**config.mk**
```make
export PLATFORM = sky130hd
export DESIGN_NAME = stop_and_wait_sender
export DESIGN_NICKNAME = d
export VERILOG_FILES = /design/src/rtl/core/swas_pkg.sv /design/src/rtl/core/stop_and_wait_sender.sv
export SDC_FILE = /design/constraint.sdc
export NUM_CORES = 1
export LEC_CHECK = 0
export BUFFER_PORTS_ARGS = -buffer_cell sky130_fd_sc_hd__buf_2
export CORE_ASPECT_RATIO = 1.1
export CORE_MARGIN = 10
export CORE_UTILIZATION = 31
export CTS_BUF_LIST = sky130_fd_sc_hd__clkbuf_16
export DETAILED_ROUTE_END_ITERATION = 6
export GPL_ROUTABILITY_DRIVEN = 0
export PLACE_DENSITY = 0.52
export SYNTH_ARGS = -nofsm -noshare
export SYNTH_HDL_FRONTEND = slang
export SYNTH_SLANG_ARGS = --single-unit
export TNS_END_PERCENT = 50
```
**constraint.sdc**
```tcl
create_clock -name clk -period 9.3 [get_ports clk]
set_input_delay 1.395 -clock clk [delete_from_list [all_inputs] [get_ports clk]]
set_output_delay 1.395 -clock clk [all_outputs]
set_load 0.05 [all_outputs]
```
**src/rtl/core/swas_pkg.sv**
```systemverilog
`timescale 1ns / 1ps

package swas_pkg;

	// Request kinds carried on the input tuser.
	localparam logic [2:0] REQ_OPEN    = 3'd0;
	localparam logic [2:0] REQ_SEND    = 3'd1;
	localparam logic [2:0] REQ_RECV    = 3'd2;
	localparam logic [2:0] REQ_TIMEOUT = 3'd3;
	localparam logic [2:0] REQ_CLOSE   = 3'd4;

	// Packet flag bits.
	localparam logic [3:0] FLG_SYN  = 4'h1;
	localparam logic [3:0] FLG_ACK  = 4'h2;
	localparam logic [3:0] FLG_FIN  = 4'h4;
	localparam logic [3:0] FLG_DATA = 4'h8;

	// Result status codes.
	localparam logic [2:0] ST_NEW       = 3'd0;
	localparam logic [2:0] ST_RESENT    = 3'd1;
	localparam logic [2:0] ST_DROPPED   = 3'd2;
	localparam logic [2:0] ST_CONNECTED = 3'd3;
	localparam logic [2:0] ST_ACKED     = 3'd4;
	localparam logic [2:0] ST_CLOSED    = 3'd5;
	localparam logic [2:0] ST_GAVEUP    = 3'd6;
	localparam logic [2:0] ST_REJECTED  = 3'd7;

	// Encoded link phase as reported on the output.
	localparam logic [2:0] LP_IDLE   = 3'd0;
	localparam logic [2:0] LP_SYNW   = 3'd1;
	localparam logic [2:0] LP_EST    = 3'd2;
	localparam logic [2:0] LP_DATAW  = 3'd3;
	localparam logic [2:0] LP_FINW   = 3'd4;
	localparam logic [2:0] LP_CLOSED = 3'd5;
	localparam logic [2:0] LP_FAILED = 3'd6;

	localparam logic [3:0] RETRY_LIMIT_RESET = 4'd5;

	localparam int IN_DATA_W  = 72;
	localparam int IN_USER_W  = 3;
	localparam int OUT_DATA_W = 48;
	localparam int OUT_USER_W = 4;

	typedef enum logic [6:0] {
		PH_IDLE   = 7'b0000001,
		PH_SYNW   = 7'b0000010,
		PH_EST    = 7'b0000100,
		PH_DATAW  = 7'b0001000,
		PH_FINW   = 7'b0010000,
		PH_CLOSED = 7'b0100000,
		PH_FAILED = 7'b1000000
	} phase_t;

	function automatic logic [2:0] phase_code(input phase_t ph);
		logic [2:0] code;
		code = LP_IDLE;
		unique case (ph)
			PH_IDLE:   code = LP_IDLE;
			PH_SYNW:   code = LP_SYNW;
			PH_EST:    code = LP_EST;
			PH_DATAW:  code = LP_DATAW;
			PH_FINW:   code = LP_FINW;
			PH_CLOSED: code = LP_CLOSED;
			PH_FAILED: code = LP_FAILED;
			default:   code = LP_IDLE;
		endcase
		return code;
	endfunction

	// Inverted 16-bit sum of five header bytes. Five bytes never carry
	// past bit 10, so the end-around fold is always empty.
	function automatic logic [15:0] hdr_csum(input logic [7:0] a, input logic [7:0] b,
			input logic [7:0] c, input logic [7:0] d, input logic [7:0] e);
		logic [10:0] s;
		s = {3'd0, a} + {3'd0, b} + {3'd0, c} + {3'd0, d} + {3'd0, e};
		return ~{5'd0, s};
	endfunction

endpackage

```
**src/rtl/core/stop_and_wait_sender.sv**
```systemverilog
`timescale 1ns / 1ps
// Stop-and-wait link sender: one request word in, one result word out.
// The accepted request sits in the input register, then the event logic feeds
// the result register. The link state is updated in a single pass.
// Throughput: one word per cycle while the downstream side keeps taking results.
// Reset (arst_n low, asynchronous): phase idle, counters and pending packet
// cleared, the retry limit back to 5, both pipeline stages empty.
module stop_and_wait_sender (
	input  logic                                clk,
	input  logic                                arst_n,
	// Retry limit register.
	input  logic                                cfg_we,
	input  logic [3:0]                          cfg_wdata,
	// Request stream.
	input  logic                                s_tvalid,
	output logic                                s_tready,
	// [7:0] data_byte, [15:8] rx_seq, [23:16] rx_ack_num, [31:24] rx_flags,
	// [39:32] rx_len, [47:40] rx_data, [63:48] rx_checksum, [64] rx_frame_ok, rest zero
	input  logic [swas_pkg::IN_DATA_W-1:0]      s_tdata,
	// [2:0] req_type
	input  logic [swas_pkg::IN_USER_W-1:0]      s_tuser,
	// Result stream.
	output logic                                m_tvalid,
	input  logic                                m_tready,
	// [7:0] tx_seq, [15:8] tx_ack_num, [19:16] tx_flags, [20] tx_len,
	// [28:21] tx_data, [44:29] tx_checksum, [47:45] link_phase
	output logic [swas_pkg::OUT_DATA_W-1:0]     m_tdata,
	// [0] send_valid, [3:1] status
	output logic [swas_pkg::OUT_USER_W-1:0]     m_tuser
);
	import swas_pkg::*;

	// Stage 1 holds the accepted request word; the result register holds the
	// finished result until the downstream side takes it.
	logic                   valid_s1;
	logic [IN_DATA_W-1:0]   data_s1;
	logic [IN_USER_W-1:0]   user_s1;
	logic                   out_valid_q;
	logic [OUT_DATA_W-1:0]  out_data_q;
	logic [OUT_USER_W-1:0]  out_user_q;

	// The result register can take a new word when it is empty or being drained.
	logic advance;
	logic fire;
	assign advance  = !out_valid_q || m_tready;
	assign fire     = valid_s1 && advance;
	assign s_tready = !valid_s1 || advance;

	// Link state.
	logic [3:0] retry_limit_q;
	phase_t     phase_q;
	logic [3:0] retry_q;
	logic [7:0] next_seq_q;
	logic [7:0] pend_seq_q;
	logic [3:0] pend_flags_q;
	logic [7:0] pend_byte_q;

	// Unpacked request fields.
	logic [2:0]  req_type;
	logic [7:0]  data_byte, rx_seq, rx_ack_num, rx_flags, rx_len, rx_data;
	logic [15:0] rx_checksum;
	logic        rx_frame_ok;

	assign req_type    = user_s1[2:0];
	assign data_byte   = data_s1[7:0];
	assign rx_seq      = data_s1[15:8];
	assign rx_ack_num  = data_s1[23:16];
	assign rx_flags    = data_s1[31:24];
	assign rx_len      = data_s1[39:32];
	assign rx_data     = data_s1[47:40];
	assign rx_checksum = data_s1[63:48];
	assign rx_frame_ok = data_s1[64];

	// Next state and the packet to transmit.
	phase_t     phase_d;
	logic [3:0] retry_d;
	logic [7:0] next_seq_d, pend_seq_d, pend_byte_d;
	logic [3:0] pend_flags_d;
	logic       send;
	logic [7:0] tx_seq, tx_ack, tx_data;
	logic [3:0] tx_flags;
	logic       tx_len;
	logic [15:0] tx_sum;
	logic [2:0] status;
	logic       waiting, rx_good, want_retry;
	logic [7:0] want_ack;

	always_comb begin
		phase_d      = phase_q;
		retry_d      = retry_q;
		next_seq_d   = next_seq_q;
		pend_seq_d   = pend_seq_q;
		pend_flags_d = pend_flags_q;
		pend_byte_d  = pend_byte_q;
		send         = 1'b0;
		tx_seq       = 8'd0;
		tx_ack       = 8'd0;
		tx_flags     = 4'd0;
		tx_len       = 1'b0;
		tx_data      = 8'd0;
		status       = ST_REJECTED;
		want_retry   = 1'b0;

		waiting  = (phase_q == PH_SYNW) || (phase_q == PH_DATAW) || (phase_q == PH_FINW);
		want_ack = pend_seq_q + 8'd1;
		rx_good  = rx_frame_ok &&
			(rx_checksum == hdr_csum(rx_seq, rx_ack_num, rx_flags, rx_len, rx_data));

		if (req_type == REQ_OPEN && phase_q == PH_IDLE) begin
			// SYN always carries sequence zero; the handshake ACK uses one.
			pend_seq_d   = 8'd0;
			pend_flags_d = FLG_SYN;
			pend_byte_d  = 8'd0;
			retry_d      = 4'd0;
			phase_d      = PH_SYNW;
			next_seq_d   = 8'd1;
			send         = 1'b1;
			tx_flags     = FLG_SYN;
			status       = ST_NEW;
		end else if (req_type == REQ_SEND && phase_q == PH_EST) begin
			pend_seq_d   = next_seq_q;
			pend_flags_d = FLG_DATA;
			pend_byte_d  = data_byte;
			retry_d      = 4'd0;
			phase_d      = PH_DATAW;
			send         = 1'b1;
			tx_seq       = next_seq_q;
			tx_flags     = FLG_DATA;
			tx_len       = 1'b1;
			tx_data      = data_byte;
			status       = ST_NEW;
		end else if (req_type == REQ_CLOSE && phase_q == PH_EST) begin
			pend_seq_d   = next_seq_q;
			pend_flags_d = FLG_FIN;
			pend_byte_d  = 8'd0;
			retry_d      = 4'd0;
			phase_d      = PH_FINW;
			send         = 1'b1;
			tx_seq       = next_seq_q;
			tx_flags     = FLG_FIN;
			status       = ST_NEW;
		end else if (req_type == REQ_TIMEOUT && waiting) begin
			want_retry = 1'b1;
		end else if (req_type == REQ_RECV && waiting) begin
			if (!rx_good) begin
				// Corrupt or foreign packets are ignored and cost no retry.
				status = ST_DROPPED;
			end else if (phase_q == PH_SYNW) begin
				if (rx_flags[0] && rx_flags[1] && rx_ack_num == 8'd1) begin
					send       = 1'b1;
					tx_seq     = 8'd1;
					tx_ack     = 8'd1;
					tx_flags   = FLG_ACK;
					next_seq_d = 8'd1;
					phase_d    = PH_EST;
					status     = ST_CONNECTED;
				end else begin
					want_retry = 1'b1;
				end
			end else if (rx_flags[1] && rx_ack_num == want_ack) begin
				next_seq_d = want_ack;
				if (phase_q == PH_DATAW) begin
					phase_d = PH_EST;
					status  = ST_ACKED;
				end else begin
					phase_d = PH_CLOSED;
					status  = ST_CLOSED;
				end
			end else begin
				// A valid reply that is not the awaited one acts as a timeout.
				want_retry = 1'b1;
			end
		end

		if (want_retry) begin
			if (retry_q < retry_limit_q) begin
				retry_d  = retry_q + 4'd1;
				send     = 1'b1;
				tx_seq   = pend_seq_q;
				tx_flags = pend_flags_q;
				tx_len   = (pend_flags_q == FLG_DATA);
				tx_data  = (pend_flags_q == FLG_DATA) ? pend_byte_q : 8'd0;
				status   = ST_RESENT;
			end else begin
				phase_d = PH_FAILED;
				status  = ST_GAVEUP;
			end
		end

		tx_sum = send ? hdr_csum(tx_seq, tx_ack, {4'd0, tx_flags}, {7'd0, tx_len}, tx_data)
			: 16'd0;
	end

	always_ff @(posedge clk or negedge arst_n) begin
		if (!arst_n) begin
			retry_limit_q <= RETRY_LIMIT_RESET;
		end else if (cfg_we) begin
			retry_limit_q <= cfg_wdata;
		end
	end

	// Control state of both pipeline stages and the link.
	always_ff @(posedge clk or negedge arst_n) begin
		if (!arst_n) begin
			valid_s1     <= 1'b0;
			out_valid_q  <= 1'b0;
			phase_q      <= PH_IDLE;
			retry_q      <= 4'd0;
			next_seq_q   <= 8'd0;
			pend_seq_q   <= 8'd0;
			pend_flags_q <= 4'd0;
			pend_byte_q  <= 8'd0;
		end else begin
			if (s_tready) begin
				valid_s1 <= s_tvalid;
			end
			if (advance) begin
				out_valid_q <= valid_s1;
			end
			if (fire) begin
				phase_q      <= phase_d;
				retry_q      <= retry_d;
				next_seq_q   <= next_seq_d;
				pend_seq_q   <= pend_seq_d;
				pend_flags_q <= pend_flags_d;
				pend_byte_q  <= pend_byte_d;
			end
		end
	end

	// Payload registers.
	always_ff @(posedge clk) begin
		if (s_tready && s_tvalid) begin
			data_s1 <= s_tdata;
			user_s1 <= s_tuser;
		end
		if (fire) begin
			out_data_q <= {phase_code(phase_d), tx_sum, tx_data, tx_len, tx_flags, tx_ack, tx_seq};
			out_user_q <= {status, send};
		end
	end

	assign m_tvalid = out_valid_q;
	assign m_tdata  = out_data_q;
	assign m_tuser  = out_user_q;

endmodule
```
# Yosys cells after proc, flatten, opt, wreduce, memory -nomap -nowiden

Cells that the tools add are included.

Register bits after elaboration: 165
Bits in latches: 0
Bits in writable memories: 0
Memory bits (read-only): 0
Memories: 0
Output and inout port bits: 54
Input port bits: 84
Word-level logic and storage cells: 173

$mul: 0
Equal/unequal tests: 23
Magnitude comparators: 1
Muxes and demuxes: 99
Bitwise gates (word level): 2
Reductions and logical operators: 24
Divide/modulo/power cells: 0
Shift-type cells: 0
Add/subtract/negate cells: 10

Operators by type and width:

| cell                                          | count |
|---|---|
| 2-to-1 mux 8 bit                              | 26 |
| 2-to-1 mux 7 bit                              | 11 |
| 2-to-1 mux 4 bit                              | 12 |
| 2-to-1 mux 3 bit                              | 11 |
| NOT 11 -> 16 bit                              | 2 |
| 2-to-1 mux 1 bit                              | 31 |
| adder 11 x 8 -> 11 bit                        | 2 |
| adder 8 x 8 -> 9 bit                          | 2 |
| case mux 3 bit (6 select lines)               | 1 |
| == test 16 bit                                | 1 |
| == test 7 x 2 -> 1 bit, second input constant | 2 |
| == test 7 x 3 -> 1 bit, second input constant | 2 |
| == test 7 x 4 -> 1 bit, second input constant | 2 |
| == test 7 x 5 -> 1 bit, second input constant | 2 |
| 2-to-1 mux 2 bit                              | 6 |
| adder 10 x 1 -> 11 bit                        | 1 |
| adder 10 x 8 -> 11 bit                        | 1 |
| logical AND 1 bit                             | 11 |
| adder 9 x 4 -> 10 bit                         | 1 |
| adder 9 x 8 -> 10 bit                         | 1 |
| adder 8 x 1 -> 8 bit, second input constant   | 1 |
| == test 8 x 1 -> 1 bit, second input constant | 1 |
| == test 8 bit                                 | 1 |
| AND reduction 8 bit                           | 1 |
| 18 further kinds                              | 27 |

# Depth between registers and ports, before layout

Word-level depth: 20
Depth in mapped cells: 29
Gate-level depth less buffers: 28

# Worst setup path after synthesis

Ideal clock, no wire load.

Kind: register to register
Start point: register data_s1[17]
End point: register out_data_q[37], in the netlist m_tdata[37] (data pin)
Cell stages (with the launch flop): 29
Required time: 9.043 ns
Slack: 2.317 ns
Arrival time: 6.726 ns
Setup time: 0.257 ns
Path through: edfxtp_1 fa_1 fa_1 fa_1 ha_1 inv_1 fa_1 xor2_1 nor3_1 nand3_1 or3_1 nor4_4 a21oi_2 nor3b_4 buf_2 a21oi_1 fa_1 fa_1 inv_1 fa_1 nand2_1 nand2_1 a21oi_1 o21ai_0 a21oi_1 o21bai_1 a21oi_1 xnor2_1 nor2_1

Word-level cells in the longest chain between the ends: 20
Elaborated cells on any way between the ends: 60
Classes of those cells: 8 x add/sub; 3 x eq/ne; 44 x mux; 2 x bitwise; 3 x reduce/logical

Ends and longest elaborated chain:

| what                     | line                        | source |
|---|---|---|
| start: declaration       | stop_and_wait_sender.sv:36  | `logic [IN_DATA_W-1:0] data_s1;` |
| start signal: assignment | stop_and_wait_sender.sv:234 | `data_s1 <= s_tdata;` |
| adder 8 x 8 -> 9 bit     | swas_pkg.sv:75              | `s = {3'd0, a} + {3'd0, b} + {3'd0, c} + {3'd0, d} + {3'd0, e};` |
| adder 9 x 8 -> 10 bit    | swas_pkg.sv:75              |  |
| adder 10 x 8 -> 11 bit   | swas_pkg.sv:75              |  |
| adder 11 x 8 -> 11 bit   | swas_pkg.sv:75              |  |
| NOT 11 -> 16 bit         | swas_pkg.sv:76              | `return ~{5'd0, s};` |
| == test 16 bit           | stop_and_wait_sender.sv:107 | `(rx_checksum == hdr_csum(rx_seq, rx_ack_num, rx_flags, rx_len, rx_data));` |
| logical AND 1 bit        | stop_and_wait_sender.sv:106 | `rx_good = rx_frame_ok &&` |
| 2-to-1 mux 1 bit         | stop_and_wait_sender.sv:145 | `if (!rx_good) begin` |
| (+4 left out)            | n/a                         |  |
| 2-to-1 mux 8 bit         | stop_and_wait_sender.sv:109 | `if (req_type == REQ_OPEN && phase_q == PH_IDLE) begin` |
| 2-to-1 mux 8 bit         | stop_and_wait_sender.sv:176 | `if (retry_q < retry_limit_q) begin` |
| 2-to-1 mux 8 bit         | stop_and_wait_sender.sv:175 | `if (want_retry) begin` |
| adder 8 x 8 -> 9 bit     | swas_pkg.sv:75              |  |
| adder 9 x 4 -> 10 bit    | swas_pkg.sv:75              |  |
| adder 10 x 1 -> 11 bit   | swas_pkg.sv:75              |  |
| adder 11 x 8 -> 11 bit   | swas_pkg.sv:75              |  |
| NOT 11 -> 16 bit         | swas_pkg.sv:76              |  |
| end signal: assignment   | stop_and_wait_sender.sv:238 | `out_data_q <= {phase_code(phase_d), tx_sum, tx_data, tx_len, tx_flags, tx_ack, tx_seq};` |
| end: declaration         | stop_and_wait_sender.sv:39  | `logic [OUT_DATA_W-1:0] out_data_q;` |

Several ways; a longest one is shown, not always the timed one.
A chain may end at the register's enable or synchronous reset.

# Final worst setup path

Start point: register data_s1[17]
End point: register out_data_q[38], in the netlist m_tdata[38] (data pin)

The elaborated chain is that of the path after synthesis.

==> flow_metrics.py <==
metrics = {
    "run_status": {
        "status": "complete, no violations",
    },
    "final_layout": {
        "antennaDiodeCount": 0,
        "drive_above_1_share": 0.252,
        "syn2layout_area_growth_pct": 19.3,
        "fillers": 2496,
        "final_nets": 888,
        "fin_cells": 1076,
    },
    "yosys": {
        "netlist_area_um2": 7870,
        "ys_top_cells_by_area": "edfxtp_1, dfrtp_1, fa_1, ha_1, a22o_1",
        "syn_avg_cell_area_um2": 12.6,
        "yosysWarnings": 0,
        "yosysUniqueCellTypes": 73,
        "synthArstFlopShare": 0.289,
        "synth_largest_area_cell": "edfxtp_1",
        "synth_edf_count": 108,
        "synthFlopType": "edfxtp_1",
        "synth_top_area_share": 0.412,
        "ys_ff_latch": 152,
        "synthCells": 627,
        "ys_seq_area_frac": 0.552,
    },
    "critical_path": {
        "critical_path_class": "reg2reg",
        "max_stage_delay_ns": 0.55,
        "arrival_ns": 8.18,
        "worst_setup_path_start_kind": "register",
        "cp_top_family": "adder cells",
        "path_buf_inv": 2,
        "slowest_stage": "fa_1",
        "setup.worst_path.end_class": "register",
        "critical_path_required_ns": 9.59,
        "cp_common_cell": "fa_1",
        "critPathMaxFanout": 14,
    },
    "clock_tree": {
        "hold_buffers": 0,
        "clk_pin_slew_ns": 0.07,
        "cts_buffer_depth": 2,
        "cts-root-buf": "clkbuf_16",
        "cts_buffers": 17,
        "clock_latency_ns": 0.44,
        "cts_sinks": 152,
        "tritoncts": "yes",
        "cts_resized": 0,
        "htreeDepth": 4,
        "post_cts_buffers": 0,
    },
    "drt": {
        "ant_nets": 0,
        "vias": 5028,
        "dr.pass1.iters": 4,
        "routedWlPerCell_um": 16.2,
        "vias_per_cell": 4.67,
        "drc_errors": 0,
        "drt_iter0_drc": 233,
        "wirelength_mm": 17.5,
    },
    "timing": {
        "min_period_ns": 7.89,
        "rsz0062_at_grt": "no",
        "fin_crit_sh": 0.848,
        "tns_ns": 0,
        "skew_ns": 0.00934,
        "finalSetupViolations": 0,
        "hold_violations": 0,
        "fin_ws_ns": 1.41,
        "tightest_slew_ns": 0.938,
        "slew_headroom": 0.375,
        "holdWs_ns": 0.484,
        "slew_viol_final": 0,
        "fmax_mhz": 127,
    },
    "global_routing": {
        "antenna_found_initial": 0,
        "overflow": 0,
        "grt_usage": 0.111,
        "grt_pass1_wl_mm": 28.5,
        "grt_max_degree": 69,
        "grt_pass1_vias": 5387,
    },
    "placement": {
        "dp_slack_ns": 1.35,
        "dpl.cell_count": 1044,
        "io_buffers": 123,
        "hpwl_mm": 13.4,
    },
    "die": {
        "die_x_um": 172,
        "die_h_um": 187,
        "rows": 61,
        "dieArea_um2": 32200,
        "io_pins": 138,
        "start_util": 0.312,
        "core_area_um2": 25200,
    },
    "job": {
        "maxCapViolCount": 0,
    },
    "pwr": {
        "peakVddDrop_mv": 0.108,
        "p_per_area_nw_per_um2": 206,
        "p_leak_nw": 3.95,
    },
    "worst_hold_path": {
        "hold_class": "reg2reg",
    },
}
==> worst paths after layout <==
path                                start          endpoint  slack (ns)  depth (start not counted)
max                           data_s1[17]       m_tdata[38]        1.41                         27
min                        pend_byte_q[5]    pend_byte_q[5]        0.48                          2
max reg2reg                   data_s1[17]       m_tdata[38]        1.41                         27
min reg2reg                pend_byte_q[5]    pend_byte_q[5]        0.48                          2
max in group asynchronous          arst_n  retry_limit_q[3]        7.85                          2
min in group asynchronous          arst_n    pend_byte_q[7]        1.02                          2
==> tightest hold or removal path, stage by stage, from the launching register on <==
cell     delay, ns
dfrtp_1       0.34
nand2_1       0.04
o21ai_0       0.06
==> flip-flops by register name, summed over array words and instances (netlist names) <==
register       count
next_seq_q         8
m_tvalid           1
m_tdata           36
req_type           3
retry_limit_q      4
retry_q            4
m_tuser            4
pend_seq_q         8
valid_s1           1
data_s1           65
pend_flags_q       3
pend_byte_q        8
phase_q            7
==> synthesized netlist by cell type, drive strengths merged (18+ instances only) <==
cell type / number
a21oi: 29
a22o: 22
buf: 22
dfrtp: 41
edfxtp: 108
fa: 29
ha: 27
inv: 44
nand2: 44
nor2: 44
o21ai: 29
xnor2: 18
==> final cells by class <==
type                       count  area (um^2)  share of cell area
sequential                   152         4350               0.463
inverter                      44          165              0.0176
tap                          315          394              0.0420
clock buffer                  17          425              0.0453
multi-input combinational    404         3200               0.340
timing repair buffer         129          661              0.0703
clock inverter                15          203              0.0216
==> cell families (layout without fill, tap and decap cells) <==
logic type	after synthesis	in the layout	synth area share
simple gates	164	164	0.107
flops	152	152	0.552
compound gates	138	138	0.127
buf+inv	77	205	0.0447
fa+ha+maj	56	56	0.117
xor+xnor	32	32	0.0412
mux	7	7	0.0100
other cells	1	7	0.000476
==> cell usage in the layout (no fill, tap or decap), types with 10 or more instances in the layout <==
cell type / count
nand3_1: 10
o21ai_0: 28
inv_1: 43
ha_1: 27
fa_1: 29
edfxtp_1: 108
a21oi_1: 27
dfrtp_1: 41
buf_2: 123
nand2b_1: 11
xor2_1: 11
clkbuf_16: 17
a22o_1: 22
nand2_1: 44
xnor2_1: 18
nor2_1: 44
nor3_1: 11
==> stage by stage <==
| stage | power (mW) | cell area (um^2) | utilization |
|---|---|---|---|
| after CTS | 1.96 | 9390 | 0.373 |
| after detailed placement | 1.21 | 8760 | 0.348 |
| final | 1.94 | 9390 | 0.373 |
| after global placement | 1.21 | 8760 | 0.348 |
| after global routing | 2.04 | 9390 | 0.373 |
| after floorplan | 1.11 | 7890 | - |
==> metal layers <==
| layer | share of wire | vias up | wire (um) | track usage |
|---|---|---|---|---|
| met4 | 0.012 | 0 | 209 | 0.0339 |
| met5 | 0 | - | 0 | 0 |
| met3 | 0.066 | 18 | 1150 | 0.0338 |
| met2 | 0.46 | 136 | 7970 | 0.175 |
| li1 | - | 2487 | - | - |
| met1 | 0.47 | 2387 | 8150 | 0.144 |
==> report_power, final <==
part / internal, mW / switching [mW] / total [mW] / leakage (nW)
Sequential: 0.764 / 0.0153 / 0.780 / 1.62
Clock: 0.435 / 0.311 / 0.746 / 0.310
Combinational: 0.157 / 0.255 / 0.412 / 2.03
Total: 1.36 / 0.581 / 1.94 / 3.95
Note: power is estimated with default switching activity, not from simulation.
